--- config.mk ---
export PLATFORM = sky130hd
export DESIGN_NAME = first_fit_heap_allocator_top
export DESIGN_NICKNAME = d
export VERILOG_FILES = /design/src/rtl/ffha_pkg.sv /design/src/rtl/first_fit_heap_allocator_top.sv /design/src/rtl/ffha_dp.sv /design/src/rtl/ffha_ctrl.sv
export SDC_FILE = /design/constraint.sdc
export NUM_CORES = 2
export LEC_CHECK = 0
export BUFFER_PORTS_ARGS = -buffer_cell sky130_fd_sc_hd__buf_4
export CAP_MARGIN = 20
export CELL_PAD_IN_SITES_DETAIL_PLACEMENT = 1
export CELL_PAD_IN_SITES_GLOBAL_PLACEMENT = 2
export CORE_MARGIN = 2
export CORE_UTILIZATION = 47
export CTS_BUF_LIST = sky130_fd_sc_hd__clkbuf_8
export DETAILED_ROUTE_END_ITERATION = 7
export GPL_ROUTABILITY_DRIVEN = 0
export PLACE_DENSITY = 0.94
export SYNTH_ARGS = -nofsm -noshare
export SYNTH_HDL_FRONTEND = slang
export SYNTH_SLANG_ARGS = --single-unit
--- constraint.sdc ---
create_clock -name clk_i -period 10.8 [get_ports clk_i]
set_input_delay 2.16 -clock clk_i [delete_from_list [all_inputs] [get_ports clk_i]]
set_output_delay 2.16 -clock clk_i [all_outputs]
set_load 0.005 [all_outputs]
--- src/rtl/ffha_pkg.sv ---
// ----------------------------------------------------------------------------
// ffha_pkg
// Shared types, constants and codes for the first-fit heap allocator.
// ----------------------------------------------------------------------------
`default_nettype none

package ffha_pkg;

  localparam int HEAP_BYTES   = 1024;
  localparam int ALIGN_BYTES  = 8;
  localparam int HEADER_BYTES = 16;

  localparam int HDR_BYTES   = ((HEADER_BYTES + ALIGN_BYTES - 1) / ALIGN_BYTES) * ALIGN_BYTES;
  localparam int GRANULES    = HEAP_BYTES / ALIGN_BYTES;
  localparam int GW          = $clog2(GRANULES);
  localparam int ALIGN_SHIFT = $clog2(ALIGN_BYTES);
  localparam int SZ_W        = $clog2(HEAP_BYTES);
  localparam int OFF_W       = SZ_W + 2;
  localparam int REQ_W       = 16;
  localparam int REL_W       = 10;
  localparam int DATA_W      = 10;
  localparam int WANT_W      = REQ_W + 1;
  localparam int SPL_W       = WANT_W + 1;
  localparam int INIT_SIZE   = HEAP_BYTES - HDR_BYTES;

  localparam logic [1:0] CMD_ALLOC = 2'd0;
  localparam logic [1:0] CMD_FREE  = 2'd1;
  localparam logic [1:0] CMD_INIT  = 2'd2;

  localparam logic [1:0] OFF_HOLD    = 2'd0;
  localparam logic [1:0] OFF_ZERO    = 2'd1;
  localparam logic [1:0] OFF_NXT_RD  = 2'd2;
  localparam logic [1:0] OFF_NXT_CUR = 2'd3;

  localparam logic [1:0] RD_NONE = 2'd0;
  localparam logic [1:0] RD_OFF  = 2'd1;
  localparam logic [1:0] RD_NXT  = 2'd2;

  localparam logic [2:0] WR_NONE    = 3'd0;
  localparam logic [2:0] WR_SPLIT   = 3'd1;
  localparam logic [2:0] WR_TAKE    = 3'd2;
  localparam logic [2:0] WR_MERGE   = 3'd3;
  localparam logic [2:0] WR_FREEBIT = 3'd4;
  localparam logic [2:0] WR_INIT    = 3'd5;

  typedef struct packed {
    logic [1:0]       cmd;
    logic [REQ_W-1:0] request_bytes;
    logic [REL_W-1:0] release_offset;
  } ffha_in_t;

  typedef struct packed {
    logic              ok;
    logic [DATA_W-1:0] data_offset;
  } ffha_out_t;

  typedef struct packed {
    logic       load;
    logic [1:0] off_sel;
    logic       sz_ld;
    logic [1:0] rd_sel;
    logic [2:0] wr_sel;
    logic       res_ld;
    logic       res_ok;
    logic       res_ptr;
  } ffha_cmd_t;

  typedef struct packed {
    logic fit;
    logic split;
    logic rd_free;
    logic nxt_rd_in;
    logic off_in;
    logic rel_ok;
  } ffha_sts_t;

endpackage

`default_nettype wire

--- src/rtl/first_fit_heap_allocator_top.sv ---
// ----------------------------------------------------------------------------
// first_fit_heap_allocator_top
// First-fit heap allocator with split on allocate and coalescing on free.
//
//   channel | signals                       | payload
//   in      | in_valid_i / in_ready_o       | ffha_in_t  (cmd, request, offset)
//   out     | out_valid_o / out_ready_i     | ffha_out_t (ok, data_offset)
//
// Allocate: walks block headers from offset 0 to the first fit, splits it
// when the rest holds a header and a granule. Free: sets the free bit, then
// walks from offset 0 merging each free block with a free next neighbour.
// Reset restores the single free block at once; no clearing pass.
// A new transaction is taken while the previous result waits on out_ready_i;
// the walk stalls only in S_DONE until the result register frees up.
// ----------------------------------------------------------------------------
`default_nettype none

module first_fit_heap_allocator_top (
  input  logic                clk_i,
  input  logic                rst_ni,
  input  logic                in_valid_i,
  output logic                in_ready_o,
  input  ffha_pkg::ffha_in_t  in_data_i,
  output logic                out_valid_o,
  input  logic                out_ready_i,
  output ffha_pkg::ffha_out_t out_data_o
);
  import ffha_pkg::*;

  ffha_cmd_t cmd;
  ffha_sts_t sts;

  ffha_ctrl u_ctrl (
    .clk_i       (clk_i),
    .rst_ni      (rst_ni),
    .in_valid_i  (in_valid_i),
    .in_ready_o  (in_ready_o),
    .in_cmd_i    (in_data_i.cmd),
    .out_valid_o (out_valid_o),
    .out_ready_i (out_ready_i),
    .sts_i       (sts),
    .cmd_o       (cmd)
  );

  ffha_dp u_dp (
    .clk_i      (clk_i),
    .rst_ni     (rst_ni),
    .in_data_i  (in_data_i),
    .cmd_i      (cmd),
    .sts_o      (sts),
    .out_data_o (out_data_o)
  );

  a_fail_zero : assert property (@(posedge clk_i) disable iff (!rst_ni)
    out_valid_o && !out_data_o.ok |-> out_data_o.data_offset == '0)
    else $error("failed allocation returned nonzero offset");

  a_ptr_aligned : assert property (@(posedge clk_i) disable iff (!rst_ni)
    out_valid_o && (out_data_o.data_offset != '0) |->
      (out_data_o.data_offset[ALIGN_SHIFT-1:0] == '0) &&
      (out_data_o.data_offset >= DATA_W'(HDR_BYTES)))
    else $error("returned offset not on a block data start");

  a_one_at_a_time : assert property (@(posedge clk_i) disable iff (!rst_ni)
    in_valid_i && in_ready_o |=> !in_ready_o)
    else $error("second transaction taken before walk started");

  a_load_idle : assert property (@(posedge clk_i) disable iff (!rst_ni)
    cmd.load |-> in_ready_o && in_valid_i)
    else $error("input latched outside an accepted transaction");

endmodule

`default_nettype wire

--- src/rtl/ffha_dp.sv ---
// ----------------------------------------------------------------------------
// ffha_dp
// Datapath: header stores, walk offset, size arithmetic, result register.
// ----------------------------------------------------------------------------
`default_nettype none

module ffha_dp (
  input  logic               clk_i,
  input  logic               rst_ni,
  input  ffha_pkg::ffha_in_t  in_data_i,
  input  ffha_pkg::ffha_cmd_t cmd_i,
  output ffha_pkg::ffha_sts_t sts_o,
  output ffha_pkg::ffha_out_t out_data_o
);
  import ffha_pkg::*;

  logic [SZ_W-1:0]  size_mem [GRANULES];
  logic             free_mem [GRANULES];

  logic [SZ_W-1:0]   size_rd_q;
  logic              free_rd_q;
  logic              dflt_rd_q;
  logic              e0_valid_q;
  logic [OFF_W-1:0]  off_q;
  logic [SZ_W-1:0]   cur_sz_q;
  logic [WANT_W-1:0] want_q;
  logic [GW-1:0]     rel_g_q;
  ffha_out_t         res_q;

  logic [SZ_W-1:0]   rd_size;
  logic              rd_free;
  logic [OFF_W-1:0]  nxt_rd;
  logic [OFF_W-1:0]  nxt_cur;
  logic [SPL_W-1:0]  split_addr;
  logic [WANT_W-1:0] want_in;
  logic [REL_W-1:0]  rel_h;
  logic              rd_en;
  logic [OFF_W-1:0]  rd_addr;
  logic              wr_size_en;
  logic              wr_free_en;
  logic [SPL_W-1:0]  wr_addr;
  logic [SZ_W-1:0]   wr_size;
  logic              wr_free;
  logic              wr_in;

  // entry 0 reads as the initial block until its size is first written
  assign rd_size = dflt_rd_q ? SZ_W'(INIT_SIZE) : size_rd_q;
  assign rd_free = dflt_rd_q | free_rd_q;

  assign nxt_rd     = off_q + OFF_W'(HDR_BYTES) + OFF_W'(rd_size);
  assign nxt_cur    = off_q + OFF_W'(HDR_BYTES) + OFF_W'(cur_sz_q);
  assign split_addr = SPL_W'(off_q) + SPL_W'(HDR_BYTES) + SPL_W'(want_q);
  assign want_in    = (WANT_W'(in_data_i.request_bytes) + WANT_W'(ALIGN_BYTES - 1))
                      & ~WANT_W'(ALIGN_BYTES - 1);
  assign rel_h      = in_data_i.release_offset - REL_W'(HDR_BYTES);

  assign sts_o.rd_free   = rd_free;
  assign sts_o.fit       = rd_free && (WANT_W'(rd_size) >= want_q);
  assign sts_o.split     = SPL_W'(rd_size) >= (SPL_W'(want_q) + SPL_W'(HDR_BYTES + ALIGN_BYTES));
  assign sts_o.nxt_rd_in = nxt_rd < OFF_W'(HEAP_BYTES);
  assign sts_o.off_in    = off_q < OFF_W'(HEAP_BYTES);
  assign sts_o.rel_ok    = (OFF_W'(in_data_i.release_offset) >= OFF_W'(HDR_BYTES))
                           && (rel_h[ALIGN_SHIFT-1:0] == '0)
                           && (OFF_W'(rel_h) < OFF_W'(HEAP_BYTES));

  always_comb begin
    rd_en   = 1'b0;
    rd_addr = off_q;
    case (cmd_i.rd_sel)
      RD_OFF: begin
        rd_en   = 1'b1;
        rd_addr = off_q;
      end
      RD_NXT: begin
        rd_en   = 1'b1;
        rd_addr = nxt_rd;
      end
      default: begin
        rd_en = 1'b0;
      end
    endcase
  end

  always_comb begin
    wr_size_en = 1'b0;
    wr_free_en = 1'b0;
    wr_addr    = SPL_W'(off_q);
    wr_size    = rd_size;
    wr_free    = 1'b1;
    case (cmd_i.wr_sel)
      WR_SPLIT: begin
        wr_size_en = 1'b1;
        wr_free_en = 1'b1;
        wr_addr    = split_addr;
        wr_size    = SZ_W'(rd_size - SZ_W'(want_q) - SZ_W'(HDR_BYTES));
      end
      WR_TAKE: begin
        wr_size_en = 1'b1;
        wr_free_en = 1'b1;
        wr_size    = sts_o.split ? SZ_W'(want_q) : rd_size;
        wr_free    = 1'b0;
      end
      WR_MERGE: begin
        wr_size_en = 1'b1;
        wr_free_en = 1'b1;
        wr_size    = SZ_W'(cur_sz_q + SZ_W'(HDR_BYTES) + rd_size);
      end
      WR_FREEBIT: begin
        wr_free_en = 1'b1;
        wr_addr    = SPL_W'({rel_g_q, {ALIGN_SHIFT{1'b0}}});
      end
      WR_INIT: begin
        wr_size_en = 1'b1;
        wr_free_en = 1'b1;
        wr_addr    = '0;
        wr_size    = SZ_W'(INIT_SIZE);
      end
      default: begin
        wr_size_en = 1'b0;
      end
    endcase
  end

  assign wr_in = wr_addr < SPL_W'(HEAP_BYTES);

  always_ff @(posedge clk_i) begin
    if (wr_size_en && wr_in) begin
      size_mem[wr_addr[ALIGN_SHIFT +: GW]] <= wr_size;
    end
    if (wr_free_en && wr_in) begin
      free_mem[wr_addr[ALIGN_SHIFT +: GW]] <= wr_free;
    end
    if (rd_en) begin
      size_rd_q <= size_mem[rd_addr[ALIGN_SHIFT +: GW]];
      free_rd_q <= free_mem[rd_addr[ALIGN_SHIFT +: GW]];
      dflt_rd_q <= (rd_addr[ALIGN_SHIFT +: GW] == '0) && !e0_valid_q;
    end
  end

  always_ff @(posedge clk_i or negedge rst_ni) begin
    if (!rst_ni) begin
      e0_valid_q <= 1'b0;
    end else if (wr_size_en && (wr_addr == '0)) begin
      e0_valid_q <= 1'b1;
    end
  end

  always_ff @(posedge clk_i) begin
    if (cmd_i.load) begin
      want_q  <= want_in;
      rel_g_q <= rel_h[ALIGN_SHIFT +: GW];
    end
    if (cmd_i.sz_ld) begin
      cur_sz_q <= rd_size;
    end
    case (cmd_i.off_sel)
      OFF_ZERO:    off_q <= '0;
      OFF_NXT_RD:  off_q <= nxt_rd;
      OFF_NXT_CUR: off_q <= nxt_cur;
      default:     off_q <= off_q;
    endcase
    if (cmd_i.res_ld) begin
      res_q.ok          <= cmd_i.res_ok;
      res_q.data_offset <= cmd_i.res_ptr ? DATA_W'(off_q + OFF_W'(HDR_BYTES)) : '0;
    end
  end

  assign out_data_o = res_q;

endmodule

`default_nettype wire

--- src/rtl/ffha_ctrl.sv ---
// ----------------------------------------------------------------------------
// ffha_ctrl
// Controller: sequences allocate, free/merge and reinit walks; owns handshakes.
// ----------------------------------------------------------------------------
`default_nettype none

module ffha_ctrl (
  input  logic                clk_i,
  input  logic                rst_ni,
  input  logic                in_valid_i,
  output logic                in_ready_o,
  input  logic [1:0]          in_cmd_i,
  output logic                out_valid_o,
  input  logic                out_ready_i,
  input  ffha_pkg::ffha_sts_t sts_i,
  output ffha_pkg::ffha_cmd_t cmd_o
);
  import ffha_pkg::*;

  localparam logic [3:0] S_IDLE  = 4'd0;
  localparam logic [3:0] S_A_RD  = 4'd1;
  localparam logic [3:0] S_A_EV  = 4'd2;
  localparam logic [3:0] S_A_WR  = 4'd3;
  localparam logic [3:0] S_FREE  = 4'd4;
  localparam logic [3:0] S_M_RD  = 4'd5;
  localparam logic [3:0] S_M_EV  = 4'd6;
  localparam logic [3:0] S_M_EV2 = 4'd7;
  localparam logic [3:0] S_DONE  = 4'd8;

  logic [3:0] state_q, state_d;
  logic       ok_q, ok_d;
  logic       ptr_q, ptr_d;
  logic       out_valid_q, out_valid_d;

  assign in_ready_o  = (state_q == S_IDLE);
  assign out_valid_o = out_valid_q;

  always_comb begin
    state_d     = state_q;
    ok_d        = ok_q;
    ptr_d       = ptr_q;
    out_valid_d = out_valid_q && !out_ready_i;
    cmd_o       = '0;

    case (state_q)
      S_IDLE: begin
        if (in_valid_i) begin
          cmd_o.load = 1'b1;
          ok_d       = 1'b1;
          ptr_d      = 1'b0;
          case (in_cmd_i)
            CMD_ALLOC: begin
              cmd_o.off_sel = OFF_ZERO;
              state_d       = S_A_RD;
            end
            CMD_FREE: begin
              state_d = sts_i.rel_ok ? S_FREE : S_DONE;
            end
            CMD_INIT: begin
              cmd_o.wr_sel = WR_INIT;
              state_d      = S_DONE;
            end
            default: begin
              state_d = S_DONE;
            end
          endcase
        end
      end
      S_A_RD: begin
        if (sts_i.off_in) begin
          cmd_o.rd_sel = RD_OFF;
          state_d      = S_A_EV;
        end else begin
          ok_d    = 1'b0;
          state_d = S_DONE;
        end
      end
      S_A_EV: begin
        if (sts_i.fit) begin
          if (sts_i.split) begin
            cmd_o.wr_sel = WR_SPLIT;
            state_d      = S_A_WR;
          end else begin
            cmd_o.wr_sel = WR_TAKE;
            ptr_d        = 1'b1;
            state_d      = S_DONE;
          end
        end else if (sts_i.nxt_rd_in) begin
          cmd_o.rd_sel  = RD_NXT;
          cmd_o.off_sel = OFF_NXT_RD;
        end else begin
          ok_d    = 1'b0;
          state_d = S_DONE;
        end
      end
      S_A_WR: begin
        cmd_o.wr_sel = WR_TAKE;
        ptr_d        = 1'b1;
        state_d      = S_DONE;
      end
      S_FREE: begin
        cmd_o.wr_sel  = WR_FREEBIT;
        cmd_o.off_sel = OFF_ZERO;
        state_d       = S_M_RD;
      end
      S_M_RD: begin
        if (sts_i.off_in) begin
          cmd_o.rd_sel = RD_OFF;
          state_d      = S_M_EV;
        end else begin
          state_d = S_DONE;
        end
      end
      S_M_EV: begin
        cmd_o.sz_ld = 1'b1;
        if (sts_i.nxt_rd_in) begin
          cmd_o.rd_sel = RD_NXT;
          if (sts_i.rd_free) begin
            state_d = S_M_EV2;
          end else begin
            cmd_o.off_sel = OFF_NXT_RD;
          end
        end else begin
          state_d = S_DONE;
        end
      end
      S_M_EV2: begin
        if (sts_i.rd_free) begin
          cmd_o.wr_sel = WR_MERGE;
          state_d      = S_M_RD;
        end else begin
          // neighbor is in use: it becomes the current block, data already read
          cmd_o.off_sel = OFF_NXT_CUR;
          state_d       = S_M_EV;
        end
      end
      S_DONE: begin
        if (!out_valid_q || out_ready_i) begin
          cmd_o.res_ld  = 1'b1;
          cmd_o.res_ok  = ok_q;
          cmd_o.res_ptr = ptr_q;
          out_valid_d   = 1'b1;
          state_d       = S_IDLE;
        end
      end
      default: begin
        state_d = S_IDLE;
      end
    endcase
  end

  always_ff @(posedge clk_i or negedge rst_ni) begin
    if (!rst_ni) begin
      state_q     <= S_IDLE;
      ok_q        <= 1'b1;
      ptr_q       <= 1'b0;
      out_valid_q <= 1'b0;
    end else begin
      state_q     <= state_d;
      ok_q        <= ok_d;
      ptr_q       <= ptr_d;
      out_valid_q <= out_valid_d;
    end
  end

endmodule

`default_nettype wire
==> reports/metrics.csv <==
stage,metric,value,unit
outcome,run status,"finished, final reports clean",
clock_network,number of H-tree levels,4,
clock_network,total of cells resized after clock tree synthesis,0,
worst_hold_path,Worst Hold Path Cells,2,
sta,setup repair after global routing missed its margin,false,
setup_path,worst r2r src,u_dp.off_q[5]$_DFFE_PP_,
synth,synthesized instance count,5473,
setup_path,master of the slowest instance on the critical path,edfxtp_1,
die,full die area,0.1482,sq mm
clock_network,maximum clock path buffer count,3,
route,antenna-violating nets left,0,
setup_path,maximum single-stage delay on the critical path,0.94,ns
sta,setup clock skew after layout,0.05495,ns
sta,pin slew with the least headroom to its limit,1.212,ns
synth,dominant register cell in the synthesized netlist,edfxtp_1,
finish,total area of multi-input combinational cells,0.02212,sq mm
setup_path,Startpoint Class,register,
clock_network,TritonCTS clock tree,built,
route,mean routed wirelength per cell,29.36,microns
setup_path,chain of cells forming the critical path,ha_1 -> xor2_1 -> ha_1 -> o21a_1 -> o21a_1 -> a21oi_1 -> nor2b_1 -> o21ai_0 -> mux2i_1 -> a21oi_1 -> a21oi_1 -> ha_4 -> inv_1 -> nor2_1 -> mux2i_1 -> buf_4 -> nand2_8 -> buf_4 -> and3_1 -> a311oi_1 -> o21ai_0 -> and4_1 -> a41oi_1 -> a22oi_1,
clock_network,clock insertion delay at the later pin of the skew report,1.00,ns
sta,max-slew violation total from the final report,0,
sta,period utilization,87.34,%
grt,number of global-route vias before repair,50810,
power_and_ir_drop,pwr/cell area,170.0,mW/mm^2
setup_path,category of the critical setup timing path,reg2reg,
die,horizontal die dimension,384.9,microns
die,initial core utilization,47.41,%
synth,count of cell types in the netlist,93,
route,total length of routed wires,221900,microns
sta,maximum clock frequency,106.0,MHz
finish,cell area after layout,0.07486,sq mm
route,number of iterations in the first detailed-routing pass,6,
clock_network,clock net sink count,1482,
sta,final count of negative-setup-slack endpoints,0,
route,initial drt markers,6453,
synth,asr flop ratio synth,0.5398,%
die,number of I/O pins,45,
synth,number of enable-type register cells in the synthesized netlist,1474,
synth,net count after synthesis,5589,
setup_path,required time at the worst-slack endpoint,11.49,ns
grt,wire length of the first global-routing pass,328700,microns
power_and_ir_drop,peak supply drop,0.1280,mV
grt,global route overflow,0,
worst_hold_path,worst hold path type,reg2reg,
setup_path,length in cells of the worst reg-to-reg path,24,
place,HPWL after detailed placement,134400,microns
finish,Total Nets Final,5573,
synth,YS warnings,0,
synth,Post-Synthesis Cell Area,0.06820,sq mm
setup_path,critical path capture point type,register,
clock_network,Inserted Clock Buffers,232,
grt,largest net degree at the start of global routing,158,
sta,minimum hold slack,0.4749,ns
setup_path,arrival time worst endpoint,10.12,ns
sta,crit path time final,9.433,ns
route,post-detailed-route via-to-cell ratio,6.567,
setup_path,endpoint of the worst-slack reg-to-reg timing path,u_dp.size_rd_q[2]$_DFFE_PP_,
clock_network,Post-CTS Setup Inserts,0,
grt,initial antenna violation count,8,
route,drt drc,0,
worst_hold_path,worst min-delay path endpoint,u_dp.e0_valid_q$_DFFE_PN0P_,
synth,register bit count reported by yosys,1482,
setup_path,Crit Path Max Fanout,103,
finish,share of cells above drive strength 1,9.038,%
sta,hold violation count in the final report,0,
sta,relative slew slack,19.04,%
setup_path,most frequent cell on the critical path,a21oi_1,
clock_network,clock transition at the registers of the reported paths,0.07,ns
route,vias,49640,
finish,Area growth syn-to-layout,9.768,%
die,Core Footprint,0.1438,sq mm
place,cell area reported after detailed placement,0.07039,sq mm
clock_network,number of hold buffers added after CTS,0,
sta,Total Neg Setup Slack,0,ns
die,Die Span Y,384.9,microns
worst_hold_path,Worst Min Path Start,u_dp.e0_valid_q$_DFFE_PN0P_,
setup_path,worst reg-to-reg setup slack,1.37,ns
finish,area taken by flip-flops and latches,0.04446,sq mm
synth,Avg Synthesized Cell Area,12.46,sq um
power_and_ir_drop,P_leak,25.75,nW
synth,sequential-to-total area share from yosys stat,65.20,%
setup_path,critical path startpoint,u_dp.off_q[5]$_DFFE_PP_,
die,std cell rows,139,
grt,total global-route track usage,29.56,%
clock_network,CTS root buffer,clkbuf_8,
finish,fill cell count,14500,
run,# Max-Cap Violations,0,
place,count of buffers inserted at the top-level ports,44,
-- stage by stage --
| stage | util [%] | power (mW) | instances | setup slack (ns) |
|---|---|---|---|---|
| 3_3_place_gp | 48.92 | 8.278 | 7108 | 1.919 |
| 2_1_floorplan | - | 7.680 | 5473 | 1.805 |
| 4_1_cts | 51.89 | 12.71 | 7541 | 1.567 |
| 6_report | 52.05 | 12.73 | 7559 | 1.367 |
| 5_1_grt | 52.04 | 13.11 | 7558 | 0.8771 |
| 3_5_place_dp | 48.94 | 8.339 | 7110 | 1.657 |
-- where the power goes --
group | internal (mW) | total [mW] | switching [mW]
combinational | 0.557 | 1.82 | 1.27
clock | 2.14 | 4.44 | 2.30
sequential | 6.39 | 6.46 | 0.0748
total | 9.08 | 12.7 | 3.64
-- routing by layer --
metal,GRT usage (%),vias up,share of wire [%]
met2,47.59,2739,48
li1,-,21000,-
met5,0,-,0.037
met4,13.71,12,4.4
met1,38.19,25300,38
met3,6.544,595,9.5
-- worst max path at each step --
stage | end
after CTS | u_dp.size_rd_q[0]$_DFFE_PP_
after global placement | u_dp.size_rd_q[0]$_DFFE_PP_
final | u_dp.size_rd_q[2]$_DFFE_PP_
after floorplan | u_dp.size_mem[0][1]$_DFFE_PP_
after global routing | u_dp.size_rd_q[2]$_DFFE_PP_
after detailed placement | u_dp.size_rd_q[0]$_DFFE_PP_
-- worst max-delay path, delay by kind of cell, from the launching register on --
family | cells | cell delay [ns]
adders and majority gates | 3 | 1.18
and+or+nand+nor | 5 | 1.44
xor gates and xnor gates | 1 | 0.43
buffers and inverters | 3 | 1.45
DFF | 1 | 0.94
AOI/OAI and AO/OA | 10 | 3.02
muxes | 2 | 0.56
-- cell usage in the layout (no fill, tap or decap), types with 74 or more instances in the layout --
| cell type | Yosys | routed |
|---|---|---|
| a21oi_1 | 204 | 204 |
| a221oi_1 | 158 | 158 |
| a311oi_1 | 74 | 74 |
| and3_1 | 203 | 203 |
| buf_4 | 5 | 126 |
| clkbuf_8 | 0 | 237 |
| edfxtp_1 | 1474 | 1474 |
| ha_1 | 80 | 78 |
| inv_1 | 75 | 147 |
| mux2i_1 | 418 | 417 |
| nand2_1 | 872 | 870 |
| nand3_1 | 209 | 208 |
| nor2_1 | 213 | 210 |
| nor3_1 | 160 | 160 |
| o21ai_0 | 193 | 189 |
| o22ai_1 | 266 | 266 |
-- logic make-up (layout without fill, tap and decap cells) --
logic type	Yosys count	count (layout)	share of synthesized area, %
other	0	2	0
muxes	421	421	6.185
adders and majority gates	84	84	1.585
AOI/OAI and AO/OA	1128	1128	11.09
and+or+nand+nor	1821	1821	12.27
buffers and inverters	474	655	2.853
xor gates and xnor gates	63	63	0.8091
DFF	1482	1482	65.20
-- state kept, by name (all words and copies together) (netlist names) --
register            cells
u_dp.off_q             12
u_dp.want_q            14
u_dp.size_mem        1280
u_dp.rel_g_q            7
u_dp.free_mem         128
u_dp.e0_valid_q         1
u_dp.dflt_rd_q          1
u_dp.out_data_o        11
u_ctrl.ptr_q            1
u_dp.size_rd_q         10
u_ctrl.state_q          4
u_dp.free_rd_q          1
u_ctrl.ok_q             1
u_dp.cur_sz_q          10
u_ctrl.out_valid_o      1
-- Yosys cell counts, types with 40 or more instances --
| cell type | number | area, sq um |
|---|---|---|
| clkbuf_1 | 215 | 807.0 |
| buf_1 | 66 | 247.7 |
| and3_1 | 203 | 1270 |
| ha_1 | 80 | 1001 |
| a311oi_1 | 74 | 648.1 |
| nor3_1 | 160 | 800.8 |
| o22ai_1 | 266 | 1664 |
| nor2_1 | 213 | 799.5 |
| o21ai_0 | 193 | 965.9 |
| a221oi_1 | 158 | 1384 |
| nand2_1 | 872 | 3273 |
| buf_2 | 112 | 560.5 |
| mux2i_1 | 418 | 4184 |
| edfxtp_1 | 1474 | 44260 |
| a21oi_1 | 204 | 1021 |
| inv_1 | 75 | 281.5 |
| xnor2_1 | 40 | 350.3 |
| nand3_1 | 209 | 1046 |
-- area by class of cell --
type / instances / share of cell area (%)
antenna: 2 / 0.006686
clock buffer: 236 / 4.339
clock inverter: 195 / 1.342
inverter: 75 / 0.3777
multi-input combinational: 3517 / 29.55
sequential: 1482 / 59.40
tap: 1903 / 3.181
timing repair buffer: 149 / 1.807
(Power assumes the default switching activity.)
